--- config.mk ---
export PLATFORM = sky130hd
export DESIGN_NAME = sbus_frame_receiver_flat
export DESIGN_NICKNAME = d
export VERILOG_FILES = /design/src/hdl/sbfr_pkg.sv /design/src/hdl/sbfr_ifs.sv /design/src/hdl/sbus_frame_receiver.sv /design/src/hdl/sbfr_datapath.sv /design/src/hdl/sbfr_ctrl.sv /design/src/flat_wrapper.sv
export VERILOG_INCLUDE_DIRS = /design/src /design/src/hdl
export SDC_FILE = /design/constraint.sdc
export NUM_CORES = 1
export LEC_CHECK = 0
export ABC_AREA = 1
export CAP_MARGIN = 25
export CORE_ASPECT_RATIO = 0.7
export CORE_MARGIN = 10
export CORE_UTILIZATION = 62
export DETAILED_ROUTE_END_ITERATION = 6
export DONT_BUFFER_PORTS = 1
export PLACE_DENSITY = 0.75
export RECOVER_POWER = 50
export SLEW_MARGIN = 20
export SYNTH_ARGS = -nofsm -noshare
export SYNTH_HDL_FRONTEND = slang
export SYNTH_SLANG_ARGS = --single-unit
--- constraint.sdc ---
create_clock -name clk -period 8.1 [get_ports clk]
set_clock_uncertainty 0.2 [all_clocks]
set_input_delay 1.215 -clock clk [delete_from_list [all_inputs] [get_ports clk]]
set_output_delay 1.215 -clock clk [all_outputs]
set_load 0.01 [all_outputs]
--- src/hdl/sbus_frame_receiver_assert.svh ---
// assertion macros for the sbus frame receiver controller
`ifndef SBUS_FRAME_RECEIVER_ASSERT_SVH
`define SBUS_FRAME_RECEIVER_ASSERT_SVH

// condition must never hold outside reset
`define SBFR_ASSERT_NEVER(lbl, cond, msg) \
  lbl: assert property (@(posedge clk) disable iff (!rst_n) !(cond)) else $error(msg);

// antecedent at one edge implies consequent at the next edge
`define SBFR_ASSERT_NEXT(lbl, ante, cons, msg) \
  lbl: assert property (@(posedge clk) disable iff (!rst_n) (ante) |=> (cons)) \
    else $error(msg);

`endif

--- src/hdl/sbfr_pkg.sv ---
// types and constants of the sbus frame receiver
`default_nettype none

package sbfr_pkg;

  // word field widths
  localparam int RX_BYTE_W   = 8;
  localparam int CHAN_IDX_W  = 4;
  localparam int CHAN_BITS   = 11;

  // framing bytes
  localparam logic [RX_BYTE_W-1:0] HEADER_BYTE = 8'h0F;
  localparam logic [RX_BYTE_W-1:0] END_BYTE    = 8'h00;

  // bit positions inside the flag byte
  localparam int FLAG_LOST_BIT     = 2;
  localparam int FLAG_FAILSAFE_BIT = 3;
  localparam int FLAG_SW1_BIT      = 4;
  localparam int FLAG_SW2_BIT      = 5;

  // controller states
  typedef enum logic [1:0] {
    ST_HUNT,
    ST_PAYLOAD,
    ST_END,
    ST_EMIT
  } state_t;

  // commands from controller to datapath
  typedef struct packed {
    logic                  load_data;
    logic                  load_flag;
    logic                  shift_chan;
    logic [CHAN_IDX_W-1:0] chan_idx;
    logic                  last;
  } ctl_cmd_t;

  // status from datapath to controller
  typedef struct packed {
    logic is_header;
    logic is_end;
  } dp_status_t;

endpackage

`default_nettype wire

--- src/hdl/sbfr_ifs.sv ---
// input byte and channel result channel interfaces
`default_nettype none

interface sbfr_in_if;
  import sbfr_pkg::*;

  logic                 valid;
  logic                 ready;
  logic [RX_BYTE_W-1:0] rx_byte;

  modport source (output valid, output rx_byte, input ready);
  modport sink   (input valid, input rx_byte, output ready);
endinterface

interface sbfr_out_if;
  import sbfr_pkg::*;

  logic                  valid;
  logic                  ready;
  logic [CHAN_IDX_W-1:0] channel_index;
  logic [CHAN_BITS-1:0]  channel_value;
  logic                  frame_lost;
  logic                  failsafe_active;
  logic                  switch_one;
  logic                  switch_two;
  logic                  last_channel;

  modport source (
    output valid, output channel_index, output channel_value, output frame_lost,
    output failsafe_active, output switch_one, output switch_two, output last_channel,
    input ready
  );
  modport sink (
    input valid, input channel_index, input channel_value, input frame_lost,
    input failsafe_active, input switch_one, input switch_two, input last_channel,
    output ready
  );
endinterface

`default_nettype wire

--- src/hdl/sbus_frame_receiver.sv ---
// Sbus frame receiver top level: controller plus payload datapath.
// Every byte is taken in the cycle it is offered while hunting or collecting.
// The first channel word is valid the cycle after a good end byte is taken;
// the sixteen words then follow one per cycle while out_ch.ready is high,
// and no byte is taken until the last word has been delivered.
// Synchronous active-low reset returns to header hunt; payload bytes are not reset.
`default_nettype none

module sbus_frame_receiver #(
  parameter int CHANNEL_COUNT = 16,
  parameter int FRAME_BYTES   = 25
) (
  input wire          clk,
  input wire          rst_n,
  sbfr_in_if.sink     in_ch,
  sbfr_out_if.source  out_ch
);
  import sbfr_pkg::*;

  ctl_cmd_t   cmd;
  dp_status_t status;

  // frame controller
  sbfr_ctrl #(
    .CHANNEL_COUNT (CHANNEL_COUNT),
    .FRAME_BYTES   (FRAME_BYTES)
  ) u_ctrl (
    .clk       (clk),
    .rst_n     (rst_n),
    .in_valid  (in_ch.valid),
    .in_ready  (in_ch.ready),
    .out_valid (out_ch.valid),
    .out_ready (out_ch.ready),
    .status    (status),
    .cmd       (cmd)
  );

  // payload storage and channel unpacking
  sbfr_datapath #(
    .CHANNEL_COUNT (CHANNEL_COUNT),
    .FRAME_BYTES   (FRAME_BYTES)
  ) u_datapath (
    .clk             (clk),
    .rx_byte         (in_ch.rx_byte),
    .cmd             (cmd),
    .status          (status),
    .channel_index   (out_ch.channel_index),
    .channel_value   (out_ch.channel_value),
    .frame_lost      (out_ch.frame_lost),
    .failsafe_active (out_ch.failsafe_active),
    .switch_one      (out_ch.switch_one),
    .switch_two      (out_ch.switch_two),
    .last_channel    (out_ch.last_channel)
  );

endmodule

`default_nettype wire

--- src/hdl/sbfr_datapath.sv ---
// payload shift register, flag byte and channel extraction
`default_nettype none

module sbfr_datapath #(
  parameter int CHANNEL_COUNT = 16,
  parameter int FRAME_BYTES   = 25
) (
  input  wire                                   clk,
  input  wire  [sbfr_pkg::RX_BYTE_W-1:0]        rx_byte,
  input  wire  sbfr_pkg::ctl_cmd_t              cmd,
  output sbfr_pkg::dp_status_t                  status,
  output logic [sbfr_pkg::CHAN_IDX_W-1:0]       channel_index,
  output logic [sbfr_pkg::CHAN_BITS-1:0]        channel_value,
  output logic                                  frame_lost,
  output logic                                  failsafe_active,
  output logic                                  switch_one,
  output logic                                  switch_two,
  output logic                                  last_channel
);
  import sbfr_pkg::*;

  // data bytes between header and flag byte
  localparam int DATA_BYTES = FRAME_BYTES - 3;
  localparam int DATA_W     = DATA_BYTES * RX_BYTE_W;
  localparam int CHAN_SPAN  = CHANNEL_COUNT * CHAN_BITS;

  logic [DATA_W-1:0]    data_r;
  logic [DATA_W-1:0]    data_nxt;
  logic [RX_BYTE_W-1:0] flag_r;

  // byte compares for the controller
  assign status.is_header = (rx_byte == HEADER_BYTE);
  assign status.is_end    = (rx_byte == END_BYTE);

  // new bytes enter at the top so the first byte ends up at bit 0;
  // each delivered word drops the lowest channel
  always_comb begin
    data_nxt = data_r;
    if (cmd.load_data) begin
      data_nxt = {rx_byte, data_r[DATA_W-1:RX_BYTE_W]};
    end else if (cmd.shift_chan) begin
      data_nxt = {{CHAN_BITS{1'b0}}, data_r[DATA_W-1:CHAN_BITS]};
    end
  end

  // payload registers, no reset
  always_ff @(posedge clk) begin
    data_r <= data_nxt;
    if (cmd.load_flag) begin
      flag_r <= rx_byte;
    end
  end

  // result word fields
  assign channel_index   = cmd.chan_idx;
  assign channel_value   = data_r[CHAN_BITS-1:0];
  assign frame_lost      = flag_r[FLAG_LOST_BIT];
  assign failsafe_active = flag_r[FLAG_FAILSAFE_BIT];
  assign switch_one      = flag_r[FLAG_SW1_BIT];
  assign switch_two      = flag_r[FLAG_SW2_BIT];
  assign last_channel    = cmd.last;

  // channels must exactly fill the data bytes
  if (CHAN_SPAN != DATA_W) begin : g_bad_geometry
    $error("channel bits do not match data bytes");
  end

endmodule

`default_nettype wire

--- src/hdl/sbfr_ctrl.sv ---
// frame controller: header hunt, byte count and channel sequencing
`default_nettype none
`include "sbus_frame_receiver_assert.svh"

module sbfr_ctrl #(
  parameter int CHANNEL_COUNT = 16,
  parameter int FRAME_BYTES   = 25
) (
  input  wire                       clk,
  input  wire                       rst_n,
  input  wire                       in_valid,
  output logic                      in_ready,
  output logic                      out_valid,
  input  wire                       out_ready,
  input  wire  sbfr_pkg::dp_status_t status,
  output sbfr_pkg::ctl_cmd_t        cmd
);
  import sbfr_pkg::*;

  localparam int PAYLOAD_LEN = FRAME_BYTES - 2;
  localparam int CNT_W       = $clog2(PAYLOAD_LEN);
  localparam int CHAN_W      = $clog2(CHANNEL_COUNT);
  localparam logic [CNT_W-1:0]  FLAG_IDX  = CNT_W'(PAYLOAD_LEN - 1);
  localparam logic [CHAN_W-1:0] LAST_CHAN = CHAN_W'(CHANNEL_COUNT - 1);

  state_t            state_r, state_nxt;
  logic [CNT_W-1:0]  cnt_r, cnt_nxt;
  logic [CHAN_W-1:0] chan_r, chan_nxt;
  logic              in_acc;
  logic              out_acc;

  assign in_acc  = in_valid && in_ready;
  assign out_acc = out_valid && out_ready;

  // next state and counters
  always_comb begin
    state_nxt = state_r;
    cnt_nxt   = cnt_r;
    chan_nxt  = chan_r;
    case (state_r)
      ST_HUNT: begin
        if (in_acc && status.is_header) begin
          state_nxt = ST_PAYLOAD;
          cnt_nxt   = '0;
        end
      end
      ST_PAYLOAD: begin
        if (in_acc) begin
          cnt_nxt = cnt_r + 1'b1;
          if (cnt_r == FLAG_IDX) begin
            state_nxt = ST_END;
          end
        end
      end
      ST_END: begin
        if (in_acc) begin
          cnt_nxt   = '0;
          chan_nxt  = '0;
          state_nxt = status.is_end ? ST_EMIT : ST_HUNT;
        end
      end
      ST_EMIT: begin
        if (out_acc) begin
          chan_nxt = chan_r + 1'b1;
          if (chan_r == LAST_CHAN) begin
            state_nxt = ST_HUNT;
          end
        end
      end
      default: begin
        state_nxt = ST_HUNT;
      end
    endcase
  end

  // handshake and datapath commands
  always_comb begin
    in_ready       = (state_r != ST_EMIT);
    out_valid      = (state_r == ST_EMIT);
    cmd.load_data  = in_acc && (state_r == ST_PAYLOAD) && (cnt_r != FLAG_IDX);
    cmd.load_flag  = in_acc && (state_r == ST_PAYLOAD) && (cnt_r == FLAG_IDX);
    cmd.shift_chan = out_acc;
    cmd.chan_idx   = CHAN_IDX_W'(chan_r);
    cmd.last       = (chan_r == LAST_CHAN);
  end

  // state registers
  always_ff @(posedge clk) begin
    if (!rst_n) begin
      state_r <= ST_HUNT;
      cnt_r   <= '0;
      chan_r  <= '0;
    end else begin
      state_r <= state_nxt;
      cnt_r   <= cnt_nxt;
      chan_r  <= chan_nxt;
    end
  end

  // checks
  `SBFR_ASSERT_NEVER(a_no_in_during_emit, in_ready && out_valid, "byte taken while emitting")
  `SBFR_ASSERT_NEXT(a_good_end_starts_emit,
    in_acc && (state_r == ST_END) && status.is_end,
    out_valid && (chan_r == '0), "good end byte did not start channel 0")
  `SBFR_ASSERT_NEXT(a_last_word_resumes_hunt, out_acc && cmd.last,
    in_ready && (state_r == ST_HUNT), "no return to hunt after last channel")
  `SBFR_ASSERT_NEVER(a_count_in_range, (state_r == ST_PAYLOAD) && (cnt_r > FLAG_IDX),
    "byte count past flag byte")

endmodule

`default_nettype wire
--- src/flat_wrapper.sv ---
// flat-port wrapper written by rule: the top's interface ports become plain ports
module sbus_frame_receiver_flat import sbfr_pkg::*;
#(
  parameter int CHANNEL_COUNT = 16,
  parameter int FRAME_BYTES   = 25
)
  (clk, rst_n, in_ch_valid, in_ch_rx_byte, in_ch_ready, out_ch_valid, out_ch_channel_index, out_ch_channel_value, out_ch_frame_lost, out_ch_failsafe_active, out_ch_switch_one, out_ch_switch_two, out_ch_last_channel, out_ch_ready);
  sbfr_in_if in_ch_i ();
  sbfr_out_if out_ch_i ();
  input wire clk;
  input wire rst_n;
  input wire logic [$bits(in_ch_i.valid)-1:0] in_ch_valid;
  input wire logic [$bits(in_ch_i.rx_byte)-1:0] in_ch_rx_byte;
  output wire logic [$bits(in_ch_i.ready)-1:0] in_ch_ready;
  output wire logic [$bits(out_ch_i.valid)-1:0] out_ch_valid;
  output wire logic [$bits(out_ch_i.channel_index)-1:0] out_ch_channel_index;
  output wire logic [$bits(out_ch_i.channel_value)-1:0] out_ch_channel_value;
  output wire logic [$bits(out_ch_i.frame_lost)-1:0] out_ch_frame_lost;
  output wire logic [$bits(out_ch_i.failsafe_active)-1:0] out_ch_failsafe_active;
  output wire logic [$bits(out_ch_i.switch_one)-1:0] out_ch_switch_one;
  output wire logic [$bits(out_ch_i.switch_two)-1:0] out_ch_switch_two;
  output wire logic [$bits(out_ch_i.last_channel)-1:0] out_ch_last_channel;
  input wire logic [$bits(out_ch_i.ready)-1:0] out_ch_ready;
  assign in_ch_i.valid = in_ch_valid;
  assign in_ch_i.rx_byte = in_ch_rx_byte;
  assign in_ch_ready = in_ch_i.ready;
  assign out_ch_valid = out_ch_i.valid;
  assign out_ch_channel_index = out_ch_i.channel_index;
  assign out_ch_channel_value = out_ch_i.channel_value;
  assign out_ch_frame_lost = out_ch_i.frame_lost;
  assign out_ch_failsafe_active = out_ch_i.failsafe_active;
  assign out_ch_switch_one = out_ch_i.switch_one;
  assign out_ch_switch_two = out_ch_i.switch_two;
  assign out_ch_last_channel = out_ch_i.last_channel;
  assign out_ch_i.ready = out_ch_ready;
  sbus_frame_receiver #(.CHANNEL_COUNT(CHANNEL_COUNT), .FRAME_BYTES(FRAME_BYTES)) u_core (.clk(clk), .rst_n(rst_n), .in_ch(in_ch_i), .out_ch(out_ch_i));
endmodule
# After elaboration in Yosys (flattened, before gate mapping)
# Cells that the tools add are included.
dict set report op_classes {
  n_reduce_logical 14
  addsub 2
  eq_ne 14
  muxes 17
}
# op n
set ops {}
lappend ops {{two-way mux 176 bit} 2}
lappend ops {{two-way mux 5 bit} 3}
lappend ops {{one-hot mux 5 bit (3 select lines)} 1}
lappend ops {{two-way mux 2 bit} 7}
lappend ops {{inequality test 2 bit, second input constant} 5}
lappend ops {{equality test 8 x 4 -> 1 bit, second input constant} 1}
lappend ops {{zero test 8 bit} 1}
lappend ops {{two-way mux 4 bit} 2}
lappend ops {{one-hot mux 2 bit (4 select lines)} 1}
lappend ops {{one-hot mux 4 bit (2 select lines)} 1}
lappend ops {{logical AND 1 bit} 6}
lappend ops {{AND reduction 6 bit} 1}
lappend ops {{adder 5 x 1 -> 5 bit, second input constant} 1}
lappend ops {{equality test 5 bit, second input constant} 1}
lappend ops {{inequality test 5 bit, second input constant} 1}
lappend ops {{adder 4 x 1 -> 4 bit, second input constant} 1}
lappend ops {{equality test 2 bit, second input constant} 2}
lappend ops {{equality test 4 bit, second input constant} 1}
lappend ops {{inequality test 2 x 1 -> 1 bit, second input constant} 2}
lappend ops {{AND reduction 4 bit} 1}
lappend ops {{nonzero test 2 bit} 2}
lappend ops {{AND reduction 3 bit} 1}
lappend ops {{nonzero test 3 bit} 1}
lappend ops {{equality test 2 x 1 -> 1 bit, second input constant} 1}
lappend ops {{zero test 2 bit} 1}
dict set report word_totals {
  input_bits 12
  regBits 193
  word_cells 52
  output_inout_bits 22
}

# Depth between registers and ports, before layout
# Gate-level depths: netlist of the first run.
dict set report depth {
  ltp_word 5
  ltp_mapped 12
  ltp_nobuf 12
}

# Hierarchy
# Synthesis of the first run repeated with hierarchy kept, for this count alone.
dict set report unflattened {
  hier_cells 803
  area_unflattened_um2 8510.7
}
# mod instances seq_area_each_um2 area_each_um2 cells_each
set by_module_without_submodules {}
lappend by_module_without_submodules {sbfr_datapath 1 5405.2 7682.4 686}
lappend by_module_without_submodules {sbfr_ctrl 1 220.2 828.3 117}

# Worst setup path after synthesis of the first run
# No wires, ideal clock.
dict set report synth_path {
  kind {input to register}
  startpoint {input port in_ch_valid}
  endpoint {register u_core.u_datapath.data_r[0], enable pin}
  arrival_ns 5.634
  path_slack_ns 1.723
  required_ns 7.357
  path_buffers 2
  stages 6
  setup_ns 0.543
  cell_sequence {inv_1 -> nor2_2 -> nand3_4 -> buf_6 -> buf_2 -> nand2_1}
}
dict set report synth_between {
  elab_chain_cells 4
}
# element line_no
set synth_lines {}
lappend synth_lines {{start, declared} flat_wrapper.sv:12} ;# input wire logic [$bits(in_ch_i.valid)-1:0] in_ch_valid;
lappend synth_lines {{logical AND 1 bit} sbfr_ctrl.sv:32} ;# assign in_acc = in_valid && in_ready;
lappend synth_lines {{logical AND 1 bit (2 in a row)} sbfr_ctrl.sv:80} ;# cmd.load_data = in_acc && (state_r == ST_PAYLOAD) && (cnt_r != FLAG_IDX);
lappend synth_lines {{nonzero test 2 bit (no line)} -}
lappend synth_lines {{end signal, assigned} sbfr_datapath.sv:48} ;# data_r <= data_nxt;
lappend synth_lines {{end, declared} sbfr_datapath.sv:27} ;# logic [DATA_W-1:0] data_r;
# No other way between the ends.
# A chain may end at the register's enable or synchronous reset.

# Final worst setup path of the first run
dict set report layout_path {
  startpoint {input port in_ch_valid}
  endpoint {register u_core.u_datapath.data_r[50], enable pin}
}
# The elaborated chain is that of the path after synthesis.

==> impl_metrics.py, run 1 <==
metrics = {
    "status": {
        "status": "finished, final reports clean",
    },
    "global_routing": {
        "gr-usage-met1_pct": 18.1,
        "grt_first_pass_wirelength_um": 21500,
        "grt_antenna_before_repair": 0,
        "grt_busiest_layer": "met2",
        "grt_usage_pct": 13.6,
        "globalRouteMet2Util_pct": 20.7,
        "grt_use_met3_pct": 4.19,
        "grt_overflow": 0,
        "first_global_vias": 4540,
        "grt_max_degree": 342,
    },
    "synth": {
        "synthMuxAreaShare_pct": 0,
        "ys_seq_elements": 191,
        "synth_top_area_cell": "edfxtp_1",
        "synth-seq-area-share_pct": 66.0,
        "yosysWarnings": 0,
        "synth_top_area_share_pct": 63.4,
        "ys_top_cells_by_area": "edfxtp_1, a21oi_1, nor2_1",
        "synth_cell_types": 26,
        "synth_top_family_by_area": "simple AND/OR/NAND/NOR gates",
        "synth_compound_area_share_pct": 10.7,
        "synthCells": 790,
        "syn-num-nets": 810,
        "syn_area_per_cell_um2": 10.8,
        "synth_area_um2": 8520,
        "yosys.area_share.simple_pct": 11.8,
        "synthXorXnorAreaFrac_pct": 0.103,
        "synth_fa_ha_area_share_pct": 1.17,
    },
    "clock_network": {
        "cts_setup_buffers": 0,
        "clockRootBuffer": "clkbuf_16",
        "numClockSinks": 191,
        "cts_resized": 0,
        "clock_path_buffers": 2,
        "path_clk_slew_ns": 0.07,
        "postCtsHoldBufs": 0,
        "clkLatencyLatePin_ns": 0.43,
        "cts_tree": "yes",
        "numCtsBuffers": 17,
        "htree_levels": 4,
    },
    "die": {
        "core_um2": 13300,
        "fp-row-count": 35,
        "initial_core_util_pct": 64.0,
        "ios": 34,
        "die_w_um": 160,
        "dieArea_um2": 18900,
        "die_y_um": 118,
    },
    "timing": {
        "rsz0062_at_grt": "false",
        "worst_pin_slew_ns": 0.957,
        "slew_headroom_pct": 36.2,
        "hold_viol": 0,
        "min_period_over_period_pct": 41.9,
        "fmax_mhz": 295,
        "finalSetupTns_ns": 0,
        "maxSlewViolCount": 0,
        "fin_crit_ns": 3.39,
        "setup_viol": 0,
    },
    "critical_path": {
        "critPathLaunchType": "input pin",
        "critPathTopFamily": "buffers and inverters",
        "cp_cell_sequence": "inv_1 > nor2_1 > nand3_4 > buf_12 > buf_16 > nand2_4 > buf_4 > buf_12",
        "crit_type": "input pin to register",
        "critPathLaunch": "in_ch_valid",
        "worst-path-buf-inv": 5,
        "crit_slowest_cell": "buf_4",
        "arrival_ns": 3.31,
        "slowest_delay_ns": 0.55,
        "r2r_start": "u_core.u_ctrl.state_r[1]",
        "worstSetupEndpointType": "register",
        "cp_max_fo": 236,
        "timing.critical_path.mode_cell": "buf_12",
        "cp.required_ns": 8.01,
    },
    "power_and_ir_drop": {
        "irDropWorstVdd_mv": 0.163,
        "p_leak_nw": 3.58,
        "p_per_area_nw_per_um2": 305,
    },
    "place": {
        "numPortBuffers": 0,
        "hpwlAfterDp_um": 7820,
        "dp.cells": 925,
        "routabilityCongestion": 0.777,
    },
    "min_path": {
        "hold_class": "register to register",
        "hold_start": "u_core.u_ctrl.cnt_r[4]",
    },
    "run": {
        "maxCapViolations": 0,
    },
    "cells_and_area": {
        "final_common_cell": "edfxtp_1",
        "finalNonFillerCells": 958,
        "multi_input_area_um2": 2030,
        "fillers": 1003,
        "antenna_cells": 0,
        "synthToLayoutAreaGrowth_pct": 4.98,
        "layout.nets": 780,
        "final_cell_mix": "edfxtp_1, nor2_1, nand2_1",
        "drive_gt1_share_pct": 5.69,
        "final-seq-area_um2": 5630,
    },
    "route": {
        "vias": 4972,
        "drt_first_iter_violations": 489,
        "wl_per_cell_um": 13.4,
        "wirelength_um": 12800,
        "drc": 0,
        "antenna_left": 0,
        "dr.pass1.iters": 5,
        "vias_per_cell": 5.19,
    },
}
## layout make-up
class                   count  share of cell area [%]
flip-flops and latches    191                    62.9
multi-input cells         440                    22.7
clock buffers              17                    4.76
inverters                 105                    4.41
well taps                 185                    2.59
clock inverters            15                    1.75
repair buffers              5                   0.923
## layer usage
layer | wire length, um | vias to the layer above
li1 | - | 2567
met1 | 6060 | 2311
met2 | 6130 | 82
met3 | 530 | 12
met4 | 124 | 0
met5 | 0 | -
## synthesized netlist by cell type
master      n
a211oi_1    1
a21oi_1    94
a21oi_4     1
and3_1      1
buf_2       2
buf_4      23
buf_6      24
clkbuf_1    5
dfxtp_1    11
edfxtp_1  180
ha_1        8
inv_1     104
inv_2       1
nand2_1   110
nand2_2     4
nand3_1    13
nand3_4     1
nand4_1     2
nor2_1    113
nor2_2      1
nor3_1      4
o21ai_0    62
o21ai_1    22
or2_2       1
or2_4       1
xnor2_1     1
## worst register-to-register path, stage by stage, from the launching register on
cell and delay (ns):
dfxtp_1 0.35, ha_1 0.31, nor2_1 0.31, nand3_4 0.11
buf_12 0.24, buf_16 0.39, nand2_4 0.20, buf_4 0.55
buf_12 0.32
## where the power goes
part	total [mW]	internal, mW	switching, mW
registers	1.39	1.33	0.0604
clock network	0.812	0.435	0.378
logic	0.532	0.156	0.376
total	2.73	1.92	0.814
## logic make-up (layout without fill, tap and decap cells)
family | after synthesis | after routing
AND/OR/NAND/NOR | 251 | 251
flip-flops | 191 | 191
AO/OA/AOI/OAI | 180 | 180
buffers and inverters | 159 | 142
adder cells (fa/ha/maj) | 8 | 8
XOR/XNOR | 1 | 1
## state kept, by name (all words and copies together) (netlist names)
name                      cells
u_core.u_ctrl.state_r         2
u_core.u_ctrl.cnt_r           5
u_core.u_datapath.data_r    176
u_core.u_datapath.flag_r      4
u_core.u_ctrl.chan_r          4
## final timing paths
| check | to | slack [ns] | cells past startpoint |
|---|---|---|---|
| max | u_core.u_datapath.data_r[50] | 4.71 | 8 |
| min | u_core.u_ctrl.cnt_r[4] | 0.33 | 2 |
| max reg2reg | u_core.u_datapath.data_r[50] | 4.79 | 8 |
| min reg2reg | u_core.u_ctrl.cnt_r[4] | 0.33 | 2 |
## metrics by stage
step	utilization, %	worst slack, ns	hold WS (ns)	power (mW)	cell area (um2)
after detailed placement	62.7	4.51	0.312	1.95	8340
after global routing	67.2	4.52	0.326	2.89	8940
final	67.2	4.71	0.328	2.73	8940
after global placement	62.5	4.46	0.280	1.91	8320
after floorplan	-	1.72	0.262	1.92	8520
after CTS	67.0	4.96	0.321	2.75	8920
Power figures use the tool's default switching activity.
==> run 2, diff against run 1 <==
ABC_AREA = 0   (was 1)
CORE_UTILIZATION = 57   (was 62)
PLACE_DENSITY = 0.72   (was 0.75)
clock period = 2.75 ns   (was 8.1 ns; I/O delays follow)
==> impl_metrics.py, run 2 <==
metrics = {
    "clock_network": {
        "numCtsBuffers": 17,
        "clockRootBuffer": "clkbuf_16",
        "clock_path_buffers": 2,
        "cts_resized": 0,
        "numClockSinks": 191,
        "path_clk_slew_ns": 0.07,
        "cts_tree": "yes",
        "htree_levels": 4,
        "clkLatencyLatePin_ns": 0.42,
    },
    "synth": {
        "synth_cell_types": 40,
        "synth-seq-area-share_pct": 63.9,
        "synth.top_cells.by_count": "edfxtp_1, mux2_4, mux2_2",
        "ys_seq_elements": 191,
        "syn-num-nets": 509,
        "syn_area_per_cell_um2": 18.0,
        "yosysWarnings": 0,
        "synthArstFlopShare_pct": 0,
        "ys_top_cells_by_area": "edfxtp_1, mux2_4, mux2_2",
        "yosysMostFrequentCell": "edfxtp_1",
        "synth_top_area_cell": "edfxtp_1",
        "synthCells": 489,
        "synthFlopType": "edfxtp_1",
        "synth_area_um2": 8800,
        "synth_edf_count": 180,
        "synth_top_area_share_pct": 61.4,
    },
    "die": {
        "ios": 34,
        "die_w_um": 169,
        "initial_core_util_pct": 59.0,
        "fp-row-count": 37,
        "dieArea_um2": 20900,
        "die_y_um": 124,
        "core_um2": 14900,
    },
    "critical_path": {
        "r2r_start": "u_core.u_ctrl.state_r[1]",
        "worst-path-buf-inv": 1,
        "cp_cell_sequence": "ha_1 > nor2b_4 > and3_4 > a21o_4 > clkbuf_4",
        "worstRegToRegCells": 5,
        "critPathLaunch": "u_core.u_ctrl.state_r[1]",
        "cp_max_fo": 28,
        "crit_type": "register to register",
        "critPathLaunchType": "register",
        "slowest_delay_ns": 0.45,
        "crit_slowest_cell": "clkbuf_4",
        "rrSetupSlack_ns": 0.25,
        "arrival_ns": 2.37,
        "cp.required_ns": 2.62,
        "worstSetupEndpointType": "register",
        "r2r_end": "u_core.u_datapath.data_r[74]",
        "critPathTopFamily": "simple AND/OR/NAND/NOR gates",
    },
    "route": {
        "dr_wl_met2_um": 6140,
        "wl_per_cell_um": 19.0,
        "vias": 3992,
        "routed.top_layer": "met4",
        "dr_wl_met3_um": 589,
        "dr.pass1.iters": 4,
        "drc": 0,
        "wirelength_um": 13300,
        "drt_first_iter_violations": 381,
        "vias_per_cell": 5.69,
        "antenna_left": 0,
        "met1_length_um": 6470,
    },
    "global_routing": {
        "grt_max_degree": 52,
        "grt_usage_pct": 12.9,
        "grt_antenna_before_repair": 0,
        "grt_first_pass_wirelength_um": 21800,
        "grt_overflow": 0,
        "first_global_vias": 4119,
    },
    "min_path": {
        "hold_start": "rst_n",
        "min_to": "u_core.u_ctrl.cnt_r[4]",
        "whs_path_depth": 2,
        "hold_class": "input pin to register",
    },
    "place": {
        "hpwlAfterDp_um": 8530,
        "routabilityCongestion": 0.738,
        "post-place-ws_ns": 0.282,
        "dpl-instance-area_um2": 8960,
        "numPortBuffers": 0,
    },
    "cells_and_area": {
        "layout.nets": 513,
        "largest_registers": "u_core.u_datapath.data_r x176, u_core.u_ctrl.cnt_r x5",
        "largest_register": "u_core.u_datapath.data_r",
        "final-seq-area_um2": 5630,
        "synthToLayoutAreaGrowth_pct": 6.53,
        "fillers": 1058,
        "largest_reg_flops": 176,
        "final_cell_area_um2": 9370,
        "antenna_cells": 0,
        "multi_input_area_um2": 2700,
        "drive_gt1_share_pct": 35.0,
        "final_cell_mix": "edfxtp_1, mux2_2, mux2_4",
        "final_common_cell": "edfxtp_1",
    },
    "timing": {
        "fin_crit_ns": 2.50,
        "setup_viol": 0,
        "fmax_mhz": 400,
        "timing.final.ws_setup_ns": 0.249,
        "rsz0062_at_grt": "false",
        "maxSlewViolCount": 0,
        "min_period_over_period_pct": 90.9,
        "slew_headroom_pct": 57.4,
        "finalSetupTns_ns": 0,
        "hold_viol": 0,
        "whs_ns": 0.0424,
        "worst_pin_slew_ns": 0.639,
    },
    "run": {
        "maxCapViolations": 0,
    },
    "power_and_ir_drop": {
        "irDropWorstVdd_mv": 0.418,
        "p_per_area_nw_per_um2": 652,
        "finalPower_mw": 6.11,
        "p_leak_nw": 3.14,
    },
    "status": {
        "status": "finished, final reports clean",
    },
}
==> run 2: cell types whose count changed in the layout (fill, tap and decap cells not counted), sizes merged, moves of 13 or more <==
cell / previous run / this run
mux2: 0 / 165
and2: 0 / 13
o21ai: 84 / 5
a21oi: 95 / 6
inv: 110 / 13
nor2: 114 / 6
nand2: 114 / 9
==> run 2: final cells by class <==
cell class	count	share of cell area (%)
sequential	191	60.1
multi-input combinational	254	28.8
clock buffer	19	4.62
tap	195	2.60
timing repair buffer	22	2.48
clock inverter	13	1.12
inverter	7	0.280
==> run 2: where the power goes <==
| group | leakage (nW) | internal (mW) | switching (mW) |
|---|---|---|---|
| registers | 1.73 | 3.33 | 0.0570 |
| clock network | 0.257 | 1.18 | 1.08 |
| logic | 1.16 | 0.249 | 0.220 |
==> run 2: worst max-delay path by stage <==
stage                                              end  slack, ns  cells after the start
after global placement    u_core.u_datapath.data_r[38]       0.47                      5
after global routing          u_core.u_ctrl.state_r[0]       0.06                      6
after floorplan            u_core.u_datapath.data_r[0]      -0.26                      7
final                     u_core.u_datapath.data_r[74]       0.25                      5
after detailed placement      u_core.u_ctrl.state_r[1]       0.28                      6
after CTS                     u_core.u_ctrl.state_r[1]       0.22                      6
==> run 2: stage by stage <==
step                util (%)  std cells
floorplan                  -        489
finish                  62.9        701
detailed placement      60.1        659
global route            62.9        701
global placement        60.1        659
CTS                     64.4        701
==> run 2: metal layers <==
metal / track usage [%] / up-vias
met4: 4.34 / 0
met1: 17.6 / 2026
met5: 0 / -
li1: - / 1888
met2: 19.5 / 68
met3: 3.65 / 10
==> run 2: repair_timing <==
item / 4_1_cts / 5_1_grt
buffers inserted: 0 / 0
hold buffers: 10 / 0
endpoints found under the hold margin: 19 / 0
==> run 2: cells by family after synthesis <==
family / synth area share (%)
compound gates: 1.88
fa+ha+maj: 1.14
mux: 25.4
buf+inv: 3.87
simple gates: 3.51
xor+xnor: 0.299
flops: 63.9
